===== config.mk =====
export PLATFORM = sky130hd
export DESIGN_NAME = sd_card_spi_host_engine_flat
export DESIGN_NICKNAME = d
export VERILOG_FILES = /design/src/sv/sdspi_pkg.sv /design/src/sv/sdspi_if.sv /design/src/sv/sdspi_front.sv /design/src/sv/sdspi_back.sv /design/src/sv/sd_card_spi_host_engine.sv /design/src/flat_wrapper.sv
export SDC_FILE = /design/constraint.sdc
export NUM_CORES = 1
export LEC_CHECK = 0
export BUFFER_PORTS_ARGS = -buffer_cell sky130_fd_sc_hd__buf_4
export CORE_UTILIZATION = 45
export DETAILED_ROUTE_END_ITERATION = 8
export PLACE_DENSITY = 0.7
export SETUP_SLACK_MARGIN = 0.2
export SLEW_MARGIN = 20
export SYNTH_ARGS = -nofsm -noshare
export SYNTH_HDL_FRONTEND = slang
export SYNTH_HIERARCHICAL = 1
export SYNTH_SLANG_ARGS = --single-unit

===== constraint.sdc =====
create_clock -name clk_i -period 4.91 [get_ports clk_i]
set_clock_uncertainty 0.05 [all_clocks]
set_input_delay 0.491 -clock clk_i [delete_from_list [all_inputs] [get_ports clk_i]]
set_output_delay 0.491 -clock clk_i [all_outputs]
set_load 0.05 [all_outputs]

===== src/sv/sdspi_pkg.sv =====
package sdspi_pkg;

  localparam int unsigned BlockBytes = 512;

  typedef enum logic [3:0] {
    PH_IDLE, PH_WAKE, PH_CMD, PH_GAP, PH_TOKEN, PH_RDATA, PH_RCRC, PH_WTOKEN,
    PH_WNEED, PH_WDATA, PH_WCRC, PH_WRESP, PH_BUSY1, PH_GAPW, PH_BUSY2
  } phase_e;

  typedef enum logic [2:0] {
    OP_INIT = 3'd0, OP_READ = 3'd1, OP_WRITE = 3'd2, OP_RX = 3'd3, OP_WBYTE = 3'd4
  } op_e;

  typedef enum logic [1:0] {
    K_XFER = 2'd0, K_RDATA = 2'd1, K_WREQ = 2'd2, K_DONE = 2'd3
  } kind_e;

  localparam logic [2:0] ST_OK = 3'd0, ST_NOCARD = 3'd1, ST_OPCOND = 3'd2,
                         ST_IFCOND = 3'd3, ST_REJECT = 3'd4, ST_TOKEN = 3'd5,
                         ST_DATAREJ = 3'd6, ST_BUSY = 3'd7;

  localparam logic [1:0] REG_IDLE = 2'd0, REG_CMD = 2'd1, REG_DATA = 2'd2;

  typedef struct packed {
    logic [2:0]  operation;
    logic [31:0] block_addr;
    logic [7:0]  rx_byte;
    logic [7:0]  write_byte;
  } req_t;

  typedef struct packed {
    logic [1:0] kind;
    logic [7:0] tx_byte;
    logic       chip_select;
    logic [7:0] read_byte;
    logic [2:0] status;
    logic [7:0] card_response;
    logic [1:0] card_type;
    logic       last;
  } res_t;

endpackage


===== src/sv/sdspi_if.sv =====
interface sdspi_req_if;
  import sdspi_pkg::*;
  logic valid;
  logic ready;
  req_t data;
  modport source (output valid, output data, input ready);
  modport sink (input valid, input data, output ready);
endinterface

interface sdspi_res_if;
  import sdspi_pkg::*;
  logic valid;
  logic ready;
  res_t data;
  modport source (output valid, output data, input ready);
  modport sink (input valid, input data, output ready);
endinterface

interface sdspi_cfg_if;
  logic       valid;
  logic       ready;
  logic [1:0] index;
  logic [15:0] wdata;
  modport source (output valid, output index, output wdata, input ready);
  modport sink (input valid, input index, input wdata, output ready);
endinterface


===== src/sv/sdspi_front.sv =====
// Input stage: two-entry queue; stray items pass through and the engine drops them.
module sdspi_front (
  input  logic                clk_i,
  input  logic                rst_ni,
  sdspi_req_if.sink           req,
  input  logic                pop_i,
  output logic                vld_o,
  output sdspi_pkg::req_t     item_o
);
  import sdspi_pkg::*;

  req_t       mem_q [2];
  logic [1:0] cnt_q, cnt_d;
  logic       rd_q, wr_q;
  logic       push;

  assign req.ready = (cnt_q != 2'd2);
  assign push = req.valid && req.ready;
  assign vld_o = (cnt_q != 2'd0);
  assign item_o = mem_q[rd_q];

  always_comb begin
    cnt_d = cnt_q;
    if (push && !(pop_i && vld_o)) cnt_d = cnt_q + 2'd1;
    else if (!push && pop_i && vld_o) cnt_d = cnt_q - 2'd1;
  end

  always_ff @(posedge clk_i or negedge rst_ni) begin
    if (!rst_ni) begin
      cnt_q <= '0;
      rd_q  <= 1'b0;
      wr_q  <= 1'b0;
    end else begin
      cnt_q <= cnt_d;
      if (push) wr_q <= ~wr_q;
      if (pop_i && vld_o) rd_q <= ~rd_q;
    end
  end

  always_ff @(posedge clk_i) begin
    if (push) mem_q[wr_q] <= req.data;
  end

`ifndef NO_ASSERTIONS
  a_cnt: assert property (@(posedge clk_i) disable iff (!rst_ni) cnt_q <= 2'd2)
    else $error("queue overflow");
  a_full: assert property (@(posedge clk_i) disable iff (!rst_ni)
    cnt_q == 2'd2 |-> !req.ready) else $error("ready while full");
  a_pop: assert property (@(posedge clk_i) disable iff (!rst_ni)
    (pop_i && vld_o && !push) |=> cnt_q == $past(cnt_q) - 2'd1)
    else $error("pop count");
`endif
endmodule


===== src/sv/sdspi_back.sv =====
// Protocol engine: one queued item per cycle while the output buffer has room, up to two results, output skid.
module sdspi_back #(
  parameter int unsigned WakeDummyBytes = 10
) (
  input  logic            clk_i,
  input  logic            rst_ni,
  input  logic            vld_i,
  input  sdspi_pkg::req_t item_i,
  output logic            pop_o,
  input  logic [7:0]      idle_lim_i,
  input  logic [7:0]      cmd_lim_i,
  input  logic [15:0]     data_lim_i,
  sdspi_res_if.source     res
);
  import sdspi_pkg::*;

  phase_e      ph_q, ph_d;
  logic [3:0]  fp_q, fp_d;
  logic [9:0]  bc_q, bc_d;
  logic [16:0] rc_q, rc_d;
  logic [5:0]  cmd_q, cmd_d;
  logic [31:0] arg_q, arg_d;
  logic        hc_q, hc_d;
  logic [1:0]  ct_q, ct_d;
  logic [7:0]  hr_q, hr_d;

  res_t       r0, r1, b0_q, b1_q;
  logic [1:0] n, bn_q;
  logic       go;

  // Output buffer of two: accept only when empty or draining its last entry.
  assign pop_o = vld_i && (bn_q == 2'd0 || (bn_q == 2'd1 && res.ready));
  assign go = pop_o;
  assign res.valid = (bn_q != 2'd0);
  assign res.data = b0_q;

  function automatic logic [7:0] frame(input logic [5:0] c, input logic [31:0] a,
                                       input logic [3:0] p);
    logic [7:0] f;
    case (p)
      4'd0: f = {2'b01, c};
      4'd1: f = a[31:24];
      4'd2: f = a[23:16];
      4'd3: f = a[15:8];
      4'd4: f = a[7:0];
      default: f = (c == 6'd8) ? 8'h87 : (c == 6'd55) ? 8'h65 :
                   (c == 6'd41) ? 8'h77 : 8'h95;
    endcase
    return f;
  endfunction

  always_comb begin
    logic [2:0]  op;
    logic [7:0]  rx;
    logic [5:0]  sc;
    logic [31:0] sa;
    logic        startc;
    logic [7:0]  resp;
    logic [16:0] rci;
    logic [9:0]  bci;
    op = item_i.operation; rx = item_i.rx_byte;
    sc = '0; sa = '0; startc = 1'b0; resp = hr_q;
    rci = rc_q + 17'd1; bci = bc_q + 10'd1;
    ph_d = ph_q; fp_d = fp_q; bc_d = bc_q; rc_d = rc_q; cmd_d = cmd_q; arg_d = arg_q;
    hc_d = hc_q; ct_d = ct_q; hr_d = hr_q;
    r0 = '0; r1 = '0; n = 2'd0;
    r0.kind = K_XFER;
    r0.chip_select = 1'b1; r0.tx_byte = 8'hFF; r0.kind = K_XFER;
    if (ph_q == PH_IDLE) begin
      if (op == OP_INIT) begin
        rc_d = '0; bc_d = '0; ph_d = PH_WAKE; n = 2'd1; r0.chip_select = 1'b0;
      end else if (op == OP_READ) begin
        startc = 1'b1; sc = 6'd17; sa = item_i.block_addr;
      end else if (op == OP_WRITE) begin
        startc = 1'b1; sc = 6'd24; sa = item_i.block_addr;
      end
    end else if (ph_q == PH_WNEED) begin
      if (op == OP_WBYTE) begin
        ph_d = PH_WDATA; n = 2'd1; r0.tx_byte = item_i.write_byte;
      end
    end else if (op == OP_RX) begin
      n = 2'd1;
      case (ph_q)
        PH_WAKE: begin
          bc_d = bci;
          if (bci < 10'(WakeDummyBytes)) r0.chip_select = 1'b0;
          else begin rc_d = '0; startc = 1'b1; sc = 6'd0; sa = '0; end
        end
        PH_GAP: begin
          bc_d = bci;
          if (bci < 10'd2) r0.chip_select = 1'b0;
          else begin rc_d = '0; startc = 1'b1; sc = 6'd8; sa = 32'h1AA; end
        end
        PH_CMD: begin
          if (fp_q < 4'd5) begin
            fp_d = fp_q + 4'd1; r0.tx_byte = frame(cmd_q, arg_q, fp_q + 4'd1);
          end else if (fp_q == 4'd5) begin
            fp_d = 4'd6; bc_d = '0;
          end else if (fp_q == 4'd6) begin
            if (rx == 8'hFF && bc_q <= {2'b0, cmd_lim_i}) bc_d = bci;
            else begin
              hr_d = rx;
              fp_d = ((rx == 8'h00 && cmd_q == 6'd58) || cmd_q == 6'd8) ? 4'd7 : 4'd11;
            end
          end else if (fp_q <= 4'd10) begin
            if (fp_q == 4'd7 && cmd_q == 6'd58) hc_d = rx[6];
            fp_d = fp_q + 4'd1;
          end else begin
            case (cmd_q)
              6'd0: begin
                rc_d = rci;
                if (rci > {9'b0, idle_lim_i}) begin
                  ph_d = PH_IDLE; r0.kind = K_DONE; r0.status = ST_NOCARD;
                end else if (resp != 8'd1) begin startc = 1'b1; sc = 6'd0; end
                else begin ph_d = PH_GAP; bc_d = '0; r0.chip_select = 1'b0; end
              end
              6'd8: begin
                rc_d = rci;
                if (rci > {9'b0, cmd_lim_i}) begin
                  ct_d = 2'd1; ph_d = PH_IDLE; r0.kind = K_DONE; r0.status = ST_IFCOND;
                end else if (resp != 8'd1) begin
                  startc = 1'b1; sc = 6'd8; sa = 32'h1AA;
                end else begin rc_d = '0; startc = 1'b1; sc = 6'd55; end
              end
              6'd55: begin startc = 1'b1; sc = 6'd41; sa = 32'h4000_0000; end
              6'd41: begin
                if (resp != 8'd0) begin
                  rc_d = rci;
                  if (rci > {9'b0, cmd_lim_i}) begin
                    ph_d = PH_IDLE; r0.kind = K_DONE; r0.status = ST_OPCOND;
                  end else begin startc = 1'b1; sc = 6'd55; end
                end else begin
                  rc_d = '0; hc_d = 1'b0; startc = 1'b1; sc = 6'd58;
                end
              end
              6'd58: begin
                rc_d = rci;
                if (rci > {9'b0, cmd_lim_i} || resp == 8'd0) begin
                  ct_d = hc_q ? 2'd2 : 2'd3; ph_d = PH_IDLE; r0.kind = K_DONE;
                end else begin startc = 1'b1; sc = 6'd58; end
              end
              6'd17: begin
                if (resp != 8'd0) begin
                  ph_d = PH_IDLE; r0.kind = K_DONE; r0.status = ST_REJECT;
                  r0.card_response = resp;
                end else begin ph_d = PH_TOKEN; rc_d = '0; end
              end
              6'd24: begin
                if (resp != 8'd0) begin
                  ph_d = PH_IDLE; r0.kind = K_DONE; r0.status = ST_REJECT;
                  r0.card_response = resp;
                end else begin ph_d = PH_WTOKEN; r0.tx_byte = 8'hFE; end
              end
              default: begin ph_d = PH_IDLE; r0.kind = K_DONE; end
            endcase
          end
        end
        PH_TOKEN: begin
          if (rx == 8'hFE) begin ph_d = PH_RDATA; bc_d = '0; end
          else if (rc_q > {1'b0, data_lim_i}) begin
            ph_d = PH_IDLE; r0.kind = K_DONE; r0.status = ST_TOKEN;
          end else rc_d = rci;
        end
        PH_RDATA: begin
          r1 = r0; n = 2'd2;
          r0 = '0; r0.kind = K_RDATA; r0.read_byte = rx;
          bc_d = bci;
          // last byte of the block: counter sits at block size minus one
          if (bc_q == 10'(BlockBytes - 1)) begin ph_d = PH_RCRC; bc_d = '0; end
        end
        PH_RCRC: begin
          bc_d = bci;
          if (bci >= 10'd3) begin ph_d = PH_IDLE; r0.kind = K_DONE; end
        end
        PH_WTOKEN: begin bc_d = '0; ph_d = PH_WNEED; r0.kind = K_WREQ; end
        PH_WDATA: begin
          if (bc_q != 10'(BlockBytes - 1)) begin
            bc_d = bci; ph_d = PH_WNEED; r0.kind = K_WREQ;
          end else begin ph_d = PH_WCRC; bc_d = '0; end
        end
        PH_WCRC: begin
          bc_d = bci;
          if (bci >= 10'd2) ph_d = PH_WRESP;
        end
        PH_WRESP: begin
          if (rx[4:0] != 5'h05) begin
            ph_d = PH_IDLE; r0.kind = K_DONE; r0.status = ST_DATAREJ;
            r0.card_response = rx;
          end else begin ph_d = PH_BUSY1; rc_d = '0; end
        end
        PH_BUSY1: begin
          if (rx != 8'd0) begin ph_d = PH_GAPW; r0.chip_select = 1'b0; end
          else if (rc_q > {1'b0, data_lim_i}) begin
            ph_d = PH_IDLE; r0.kind = K_DONE; r0.status = ST_BUSY;
          end else rc_d = rci;
        end
        PH_GAPW: ph_d = PH_BUSY2;
        PH_BUSY2: begin
          if (rx != 8'd0) begin ph_d = PH_IDLE; r0.kind = K_DONE; end
          else if (rc_q > {1'b0, data_lim_i}) begin
            ph_d = PH_IDLE; r0.kind = K_DONE; r0.status = ST_BUSY;
          end else rc_d = rci;
        end
        default: begin ph_d = PH_IDLE; n = 2'd0; end
      endcase
    end
    if (startc) begin
      cmd_d = sc;
      arg_d = (!hc_d && (sc == 6'd17 || sc == 6'd24)) ? {sa[22:0], 9'b0} : sa;
      fp_d = '0; ph_d = PH_CMD; n = 2'd1;
      r0.kind = K_XFER; r0.chip_select = 1'b1;
      r0.tx_byte = frame(sc, arg_d, 4'd0);
    end
    if (r0.kind == K_DONE) begin r0.tx_byte = '0; r0.chip_select = 1'b0; end
    if (r0.kind == K_WREQ) begin r0.tx_byte = '0; r0.chip_select = 1'b0; end
    r0.card_type = ct_d;
    r1.card_type = ct_d;
    if (n == 2'd2) r1.last = 1'b1; else r0.last = 1'b1;
  end

  always_ff @(posedge clk_i or negedge rst_ni) begin
    if (!rst_ni) begin
      ph_q <= PH_IDLE; fp_q <= '0; bc_q <= '0; rc_q <= '0; cmd_q <= '0;
      arg_q <= '0; hc_q <= 1'b0; ct_q <= '0; hr_q <= 8'hFF; bn_q <= '0;
      b0_q <= '0; b1_q <= '0;
    end else begin
      if (go) begin
        ph_q <= ph_d; fp_q <= fp_d; bc_q <= bc_d; rc_q <= rc_d; cmd_q <= cmd_d;
        arg_q <= arg_d; hc_q <= hc_d; ct_q <= ct_d; hr_q <= hr_d;
      end
      // a new load only happens when the buffer is empty or emptying
      if (go && n != 2'd0) begin
        b0_q <= r0; b1_q <= r1; bn_q <= n;
      end else if (res.valid && res.ready) begin
        b0_q <= b1_q; bn_q <= bn_q - 2'd1;
      end
    end
  end

`ifndef NO_ASSERTIONS
  a_bn: assert property (@(posedge clk_i) disable iff (!rst_ni) bn_q <= 2'd2)
    else $error("buffer count");
  a_pop: assert property (@(posedge clk_i) disable iff (!rst_ni)
    go |-> (bn_q == 2'd0 || (bn_q == 2'd1 && res.ready))) else $error("pop overlap");
  a_fp: assert property (@(posedge clk_i) disable iff (!rst_ni) fp_q <= 4'd11)
    else $error("frame position");
`endif
endmodule


===== src/sv/sd_card_spi_host_engine.sv =====
// SD card SPI-mode host engine.
// Path: the front queue registers a request, the engine pops it and loads its results
// into the output buffer, which drives the result port.
// Throughput: one item per cycle while the output side keeps up; items with two results
// (read data bytes) hold the engine while both wait. Rate is set by the output buffer.
// Reset: asynchronous active-low; engine idle, limits 32/254/65534, card type unknown.
module sd_card_spi_host_engine #(
  parameter int unsigned WAKE_DUMMY_BYTES = 10
) (
  input  logic        clk_i,
  input  logic        rst_ni,
  sdspi_req_if.sink   req,
  sdspi_res_if.source res,
  sdspi_cfg_if.sink   cfg
);
  import sdspi_pkg::*;

  logic [7:0]  idle_lim_q, cmd_lim_q;
  logic [15:0] data_lim_q;
  logic        vld, pop;
  req_t        item;

  // Configuration transfers are always taken.
  assign cfg.ready = 1'b1;

  always_ff @(posedge clk_i or negedge rst_ni) begin
    if (!rst_ni) begin
      idle_lim_q <= 8'd32;
      cmd_lim_q  <= 8'd254;
      data_lim_q <= 16'd65534;
    end else if (cfg.valid) begin
      case (cfg.index)
        REG_IDLE: idle_lim_q <= cfg.wdata[7:0];
        REG_CMD:  cmd_lim_q  <= cfg.wdata[7:0];
        REG_DATA: data_lim_q <= cfg.wdata;
        default: ;
      endcase
    end
  end

  // Front: input queue decoupling the requester from the engine.
  sdspi_front u_front (
    .clk_i, .rst_ni, .req,
    .pop_i(pop), .vld_o(vld), .item_o(item)
  );

  // Back: command framing, init/read/write sequencing, result buffer.
  sdspi_back #(.WakeDummyBytes(WAKE_DUMMY_BYTES)) u_back (
    .clk_i, .rst_ni, .vld_i(vld), .item_i(item), .pop_o(pop),
    .idle_lim_i(idle_lim_q), .cmd_lim_i(cmd_lim_q),
    .data_lim_i(data_lim_q), .res
  );

`ifndef NO_ASSERTIONS
  a_lim: assert property (@(posedge clk_i) disable iff (!rst_ni)
    $rose(rst_ni) |-> idle_lim_q == 8'd32) else $error("reset limit");
  a_cfg: assert property (@(posedge clk_i) disable iff (!rst_ni)
    (cfg.valid && cfg.index == REG_DATA) |=> data_lim_q == $past(cfg.wdata))
    else $error("cfg write");
  a_pop: assert property (@(posedge clk_i) disable iff (!rst_ni) pop |-> vld)
    else $error("pop empty");
`endif
endmodule


===== src/flat_wrapper.sv =====
// flat-port wrapper written by rule: the top's interface ports become plain ports
module sd_card_spi_host_engine_flat import sdspi_pkg::*;
#(
  parameter int unsigned WAKE_DUMMY_BYTES = 10
)
  (clk_i, rst_ni, req_valid, req_data, req_ready, res_valid, res_data, res_ready, cfg_valid, cfg_index, cfg_wdata, cfg_ready);
  sdspi_req_if req_i ();
  sdspi_res_if res_i ();
  sdspi_cfg_if cfg_i ();
  input  logic clk_i;
  input  logic rst_ni;
  input wire logic [$bits(req_i.valid)-1:0] req_valid;
  input wire logic [$bits(req_i.data)-1:0] req_data;
  output wire logic [$bits(req_i.ready)-1:0] req_ready;
  output wire logic [$bits(res_i.valid)-1:0] res_valid;
  output wire logic [$bits(res_i.data)-1:0] res_data;
  input wire logic [$bits(res_i.ready)-1:0] res_ready;
  input wire logic [$bits(cfg_i.valid)-1:0] cfg_valid;
  input wire logic [$bits(cfg_i.index)-1:0] cfg_index;
  input wire logic [$bits(cfg_i.wdata)-1:0] cfg_wdata;
  output wire logic [$bits(cfg_i.ready)-1:0] cfg_ready;
  assign req_i.valid = req_valid;
  assign req_i.data = req_data;
  assign req_ready = req_i.ready;
  assign res_valid = res_i.valid;
  assign res_data = res_i.data;
  assign res_i.ready = res_ready;
  assign cfg_i.valid = cfg_valid;
  assign cfg_i.index = cfg_index;
  assign cfg_i.wdata = cfg_wdata;
  assign cfg_ready = cfg_i.ready;
  sd_card_spi_host_engine #(.WAKE_DUMMY_BYTES(WAKE_DUMMY_BYTES)) u_core (.clk_i(clk_i), .rst_ni(rst_ni), .req(req_i), .res(res_i), .cfg(cfg_i));
endmodule

==> results.py, run 1 <==
metrics = {
    "logic_synthesis": {
        "yosysSeqAreaShare_pct": 47.9,
        "synth_fa_ha_area_share_pct": 4.40,
        "synth_xor_area_share_pct": 1.54,
        "synth-simple-area-share_pct": 14.6,
        "synth_top_family_by_area": "compound AO/OA/AOI/OAI gates",
        "synth.area.mux_share_pct": 10.3,
        "synthDistinctLibCells": 92,
        "ys_seq_elements": 261,
        "ys_warn_count": 6,
        "synthFlopType": "dfrtp_1",
        "synth_compound_area_share_pct": 17.4,
        "synth_async_sr_flop_share_pct": 60.9,
        "avgSynthCellArea_sq_um": 10.9,
        "synth_edf_count": 102,
        "synth_cells": 1363,
        "synth_area_sq_mm": 0.0148,
        "syn_nets": 1489,
    },
    "critical_path": {
        "cp_max_fo": 40,
        "worstPathCellList": "nand4_1 > nor2_1 > xnor2_1 > ha_1 > nand4_1 > o22ai_1 > a21oi_1 > a221o_1 > a2111oi_2 > o211a_1 > o21ai_4 > buf_4 > a211oi_1 > a21o_1",
        "reg2reg_to": "u_core/u_back/arg_q[8]",
        "max_stage_delay_ps": 780,
        "critPathArrivalTime_ps": 4730,
        "cp.required_ps": 5330,
        "crit_top_cell": "nand4_1",
        "ff2ff_setup_slack_ps": 600,
        "timing.rr.start": "u_core/u_back/rc_q[3]",
        "start_kind": "flop",
        "crit_slowest_cell": "o21ai_4",
        "cp-end-kind": "flop",
        "worstSetupPathType": "reg2reg",
        "ff2ff_path_depth": 14,
    },
    "floorplan": {
        "coreArea_sq_mm": 0.0325,
        "start_util_pct": 45.6,
        "die_width_um": 183,
        "io_pins": 110,
        "dieArea_sq_mm": 0.0336,
        "num_rows": 66,
        "dieHeight_um": 183,
    },
    "route": {
        "wl_um": 37400,
        "vias": 11300,
        "route.detailed.drc": 0,
        "wl_per_cell_um": 19.5,
        "vias_per_cell": 5.89,
        "drt_pre_antenna_iters": 5,
        "drt-initial-drc-count": 1069,
        "drtAntennaViolNets": 0,
    },
    "timing": {
        "setup_viol": 0,
        "rsz0062_at_grt": "false",
        "whs_ps": 40.1,
        "relSlewSlack_pct": 28.9,
        "maxSlewViolCount": 0,
        "fin_ws_ps": 602,
        "worst_slew_pin_slew_ps": 1050,
        "post-route-period-util_pct": 87.7,
        "fmax_mhz": 232,
        "tns_ps": 0,
        "fin_crit_ps": 4310,
        "hold_viol": 0,
    },
    "pwr": {
        "p_leak_uw": 0.00727,
        "ir_drop_uv": 413,
        "p_total_uw": 7930,
        "p_per_area_mw_per_mm2": 467,
    },
    "placement": {
        "hpwl_um": 27100,
        "place.gp.congestion": 0.947,
        "port_buffers": 108,
        "post-place-ws_ps": 648,
    },
    "cts": {
        "clkLatencyLatePin_ps": 580,
        "post_cts_buffers": 0,
        "ctsResizeCount": 0,
        "cts-buffers-inserted": 30,
        "path_clk_slew_ps": 60,
        "cts_hold_buf": 1,
        "cts_tree": "built",
        "clock_path_buffers": 3,
        "cts-root-buf": "clkbuf_16",
        "clock_sinks": 261,
        "cts_max_level": 1,
    },
    "finish": {
        "synthToLayoutAreaGrowth_pct": 14.9,
        "diodes": 0,
        "nets": 1579,
        "drive_above_1_share_pct": 23.2,
        "nFillCells": 2847,
    },
    "hold_path": {
        "hp-class": "in2reg",
        "hold-path-endpoint": "u_core/u_front/mem_q[0][47]",
        "whs_path_depth": 1,
        "hp-start": "req_data[47]",
    },
    "status": {
        "status": "complete, no violations",
    },
    "global_routing": {
        "grt_pass1_wl_um": 59200,
        "grtUsageTotal_pct": 22.1,
        "grt_max_degree": 87,
        "first_global_vias": 11000,
        "grt_overflow": 0,
        "antenna_found_initial": 0,
    },
    "flow_run": {
        "drv_cap": 0,
    },
}
-- registers in the layout, indices dropped and copies added, names as in the netlist --
name and count:
u_core/u_back/bn_q 2, u_core/u_back/fp_q 4, u_core/data_lim_q 16, u_core/u_back/ph_q 4
u_core/u_back/b1_q 4, u_core/cmd_lim_q 8, u_core/u_back/hr_q 8, u_core/u_back/hc_q 1
u_core/u_back/res.data 33, u_core/u_front/cnt_q 2, u_core/u_back/bc_q 10, u_core/u_back/rc_q 17
u_core/u_front/rd_q 1, u_core/idle_lim_q 8, u_core/u_back/ct_q 2, u_core/u_front/wr_q 1
u_core/u_back/arg_q 32, u_core/u_front/mem_q 102, u_core/u_back/cmd_q 6
-- worst max path at each step --
stage,from,endpoint,slack (ps),depth (start not counted)
after floorplan,u_core/u_front/cnt_q[0],u_core/u_front/mem_q[0][0],1220,3
after global placement,u_core/u_back/rc_q[0],u_core/u_back/arg_q[8],740,15
after detailed placement,u_core/u_back/rc_q[3],u_core/u_back/arg_q[8],650,14
after CTS,u_core/u_back/rc_q[3],u_core/u_back/arg_q[8],650,14
after global routing,u_core/u_back/rc_q[3],u_core/u_back/res.data[24],340,13
final,u_core/u_back/rc_q[3],u_core/u_back/arg_q[8],600,14
-- Yosys cell counts, drive strengths merged (33+ instances only) --
cell | count | area share [%]
o21ai | 90 | 3.1
nor2 | 80 | 2.0
inv | 48 | 1.2
o31ai | 33 | 1.9
nand2 | 128 | 3.3
a21oi | 54 | 1.9
a22o | 36 | 2.1
nand3 | 36 | 1.2
ha | 52 | 4.4
clkbuf | 54 | 1.4
mux2 | 97 | 8.6
dfrtp | 128 | 22
edfxtp | 102 | 21
-- area by class of cell --
cell class	count	area, sq um	area share, %
tap	442	553	3.25
clock buffer	40	838	4.93
inverter	48	180	1.06
multi-input combinational	981	7160	42.1
timing repair buffer	131	1000	5.90
clock inverter	16	188	1.10
sequential	261	7080	41.7
-- critical path: cells and delay by family, from the launching register on --
family,cells,cell delay [ps]
flip-flops,1,490
buffers and inverters,1,350
AO/OA/AOI/OAI,8,1920
XOR/XNOR,1,210
AND/OR/NAND/NOR,3,880
adder cells (fa/ha/maj),1,300
-- cells by family after synthesis --
group	after synthesis
AO/OA/AOI/OAI	362
XOR/XNOR	26
adder cells (fa/ha/maj)	52
buffers and inverters	121
flip-flops	261
multiplexers	121
other	1
AND/OR/NAND/NOR	419
-- metal layers --
layer / GRT usage, % / part of all wire, % / vias to the layer above
met5: 0.148 / 0 / -
met4: 8.47 / 3.8 / 0
met3: 2.84 / 5.8 / 97
li1: - / - / 5304
met1: 30.0 / 44 / 5501
met2: 35.9 / 46 / 408
-- through the flow --
stage / instances / cell area (sq um) / util (%)
6_report: 1919 / 17000 / 52.4
5_1_grt: 1919 / 17000 / 52.4
4_1_cts: 1919 / 17000 / 52.4
3_5_place_dp: 1862 / 16000 / 49.2
3_3_place_gp: 1862 / 16000 / 49.2
2_1_floorplan: 1363 / 14800 / -
-- layout by cell type, fill, tap and decap left out, drive strengths merged, types with 17 or more instances in the layout --
master  instances
dfstp          31
clkbuf         40
nand4          18
a21oi          54
edfxtp        102
nand2         128
and2           18
a22o           36
nand3          36
dfrtp         128
o21ai          90
mux2i          24
o31ai          33
mux2           97
nor3           31
a211oi         19
nor2           80
buf           130
ha             52
xor2           17
nor2b          17
inv            49
a21o           17
-- power breakdown --
group,switching [uW],internal [uW],total (uW)
sequential,286,2740,3030
clock,916,1360,2280
combinational,1600,1030,2630
(Power assumes the default switching activity.)
==> run 2: changes to the inputs <==
--- a/config.mk
+++ b/config.mk
@@ -8,7 +8,7 @@
 export BUFFER_PORTS_ARGS = -buffer_cell sky130_fd_sc_hd__buf_4
 export CORE_UTILIZATION = 45
 export DETAILED_ROUTE_END_ITERATION = 8
-export PLACE_DENSITY = 0.7
+export PLACE_DENSITY = 0.72
 export SETUP_SLACK_MARGIN = 0.2
 export SLEW_MARGIN = 20
 export SYNTH_ARGS = -nofsm -noshare
==> constraint.sdc (replaced) <==
create_clock -name clk_i -period 3.8 [get_ports clk_i]
set_clock_uncertainty 0.05 [all_clocks]
set_input_delay 0.38 -clock clk_i [delete_from_list [all_inputs] [get_ports clk_i]]
set_output_delay 0.38 -clock clk_i [all_outputs]
set_load 0.05 [all_outputs]
==> run 2 against run 1 <==
Net effect:
- sequential share of layout area down 3.5 points
- setup slack worse by 480 ps
- design area up 9.2%
- power up 36%
- die area unchanged
- wire length up 10%
- final cell count up 6.7%
- via count up 6.0%
- clock power up 29%
- global-route usage up 2.0 points
- critical path type unchanged
- largest power group unchanged
- highest routed layer unchanged
==> results.py, run 2 (synthesis gave the netlist of run 1 again) <==
metrics = {
    "route": {
        "route.detailed.drc": 0,
        "vias_per_cell": 5.85,
        "drtAntennaViolNets": 0,
        "drt-initial-drc-count": 1060,
        "wl_per_cell_um": 20.1,
        "vias": 12000,
        "drt_pre_antenna_iters": 6,
        "wl_um": 41300,
    },
    "pwr": {
        "switching_share_pct": 35.7,
        "p_switching_uw": 3840,
        "p_clk_share_pct": 27.4,
        "p_leak_uw": 0.00792,
        "p_per_area_mw_per_mm2": 579,
        "ir_drop_uv": 670,
        "intPower_uw": 6910,
        "seq_power_share_pct": 36.3,
        "p_total_uw": 10800,
        "p_comb_share_pct": 36.3,
    },
    "critical_path": {
        "worstSetupPathType": "reg2reg",
        "crit_top_cell": "and3_4",
        "start_kind": "flop",
        "worstPathCellList": "ha_2 > and3_4 > and3_4 > xor2_2 > ha_1 > o21a_1 > o22ai_2 > a21oi_2 > a221o_1 > a2111oi_4 > o211a_4 > a21oi_4 > nand2b_4 > mux2_1",
        "cp.required_ps": 4200,
        "critPathArrivalTime_ps": 4070,
        "cp-end-kind": "flop",
        "cp_max_fo": 4,
        "crit_slowest_cell": "a2111oi_4",
        "max_stage_delay_ps": 420,
    },
    "finish": {
        "nets": 1709,
        "synthToLayoutAreaGrowth_pct": 25.5,
        "largest_register": "u_core/u_front/mem_q",
        "drive_above_1_share_pct": 29.8,
        "final_common_cell": "buf_4",
        "final_cells": 2048,
        "design_area_sq_mm": 0.0186,
        "diodes": 0,
        "fin_util_pct": 57.2,
        "layout_common_cells": "buf_4 (188), nand2_1 (124), dfrtp_1 (123)",
        "largest_reg_flops": 102,
    },
    "global_routing": {
        "grt_pass1_wl_um": 64100,
        "grtUsageTotal_pct": 24.1,
        "first_global_vias": 11800,
        "grt_overflow": 0,
        "antenna_found_initial": 0,
        "grt_max_degree": 70,
    },
    "cts": {
        "cts-buffers-inserted": 29,
        "clock_path_buffers": 3,
        "clock_sinks": 261,
        "clkLatencyLatePin_ps": 570,
        "cts_max_level": 1,
        "cts-root-buf": "clkbuf_16",
        "path_clk_slew_ps": 60,
        "cts_tree": "built",
    },
    "timing": {
        "tns_ps": 0,
        "worst_slew_pin_slew_ps": 857,
        "rsz0062_at_grt": "true",
        "fin_crit_ps": 3670,
        "setup_viol": 0,
        "maxSlewViolCount": 0,
        "hold_viol": 0,
        "fmax_mhz": 272,
        "post-route-period-util_pct": 96.7,
        "relSlewSlack_pct": 42.4,
    },
    "placement": {
        "dp_cells": 1916,
        "placedInstanceArea_sq_mm": 0.0164,
        "place.gp.congestion": 0.983,
        "hpwl_um": 28800,
        "port_buffers": 108,
    },
    "status": {
        "status": "complete, no violations",
    },
    "floorplan": {
        "dieHeight_um": 183,
        "io_pins": 110,
        "coreArea_sq_mm": 0.0325,
        "start_util_pct": 45.6,
        "die_width_um": 183,
        "num_rows": 66,
        "dieArea_sq_mm": 0.0336,
    },
    "flow_run": {
        "drv_cap": 0,
    },
    "hold_path": {
        "hp-class": "in2reg",
    },
}
## run 2: stage by stage
step / setup WS [ps] / hold slack, ps
CTS: 179 / 2.11
detailed placement: 27.3 / 385
global placement: 102 / 382
floorplan: 247 / 34.4
finish: 127 / 24.7
global route: 33.6 / 16.9
## run 2: area by class of cell
cell class	count	area, sq um
clock inverter	15	171
sequential	261	7090
tap	442	553
fill	2666	13900
multi-input combinational	985	7570
timing repair buffer	258	2150
inverter	48	180
clock buffer	39	843
## run 2: worst paths after layout
| path | cells past startpoint | to | startpoint | slack [ps] |
|---|---|---|---|---|
| min in group asynchronous | 2 | u_core/idle_lim_q[1] | rst_ni | 340 |
| max in group asynchronous | 3 | u_core/u_front/rd_q | rst_ni | 2530 |
| worst max-delay path | 14 | u_core/u_back/ph_q[1] | u_core/u_back/rc_q[1] | 130 |
| worst min register to register | 1 | u_core/u_back/res.data[13] | u_core/u_back/res.data[13] | 430 |
| worst min-delay path | 2 | u_core/data_lim_q[3] | cfg_wdata[3] | 20 |
| worst max register to register | 14 | u_core/u_back/ph_q[1] | u_core/u_back/rc_q[1] | 130 |
## run 2: critical path, delay by kind of cell (launching register included)
| family | cells | cell delay [ps] |
|---|---|---|
| adder cells (fa/ha/maj) | 2 | 530 |
| flip-flops | 1 | 390 |
| AO/OA/AOI/OAI | 7 | 1530 |
| multiplexers | 1 | 320 |
| XOR/XNOR | 1 | 160 |
| AND/OR/NAND/NOR | 3 | 580 |
## run 2: power groups by stage
| stage | clock (uW) | sequential (uW) | combinational [uW] |
|---|---|---|---|
| floorplan | 0 | 3990 | 2420 |
| global placement | 0 | 3910 | 3470 |
| detailed placement | 0 | 3940 | 3540 |
| CTS | 3000 | 3890 | 3650 |
| global route | 3130 | 3960 | 4190 |
| finish | 2950 | 3900 | 3900 |
## run 2: what timing repair did
item,in CTS,in global routing
gates resized for setup,13,75
pin swaps,4,27
setup buffers,2,9
hold buffers,61,0
setup endpoints to repair,50,91
gates cloned,1,5
endpoints found under the hold margin,159,0
## run 2: routing by layer
| metal | share of wire, % | track usage (%) |
|---|---|---|
| met1 | 43 | 32.4 |
| met2 | 47 | 39.3 |
| met3 | 6.2 | 3.55 |
| met4 | 4.1 | 9.60 |
| met5 | 0 | 0 |
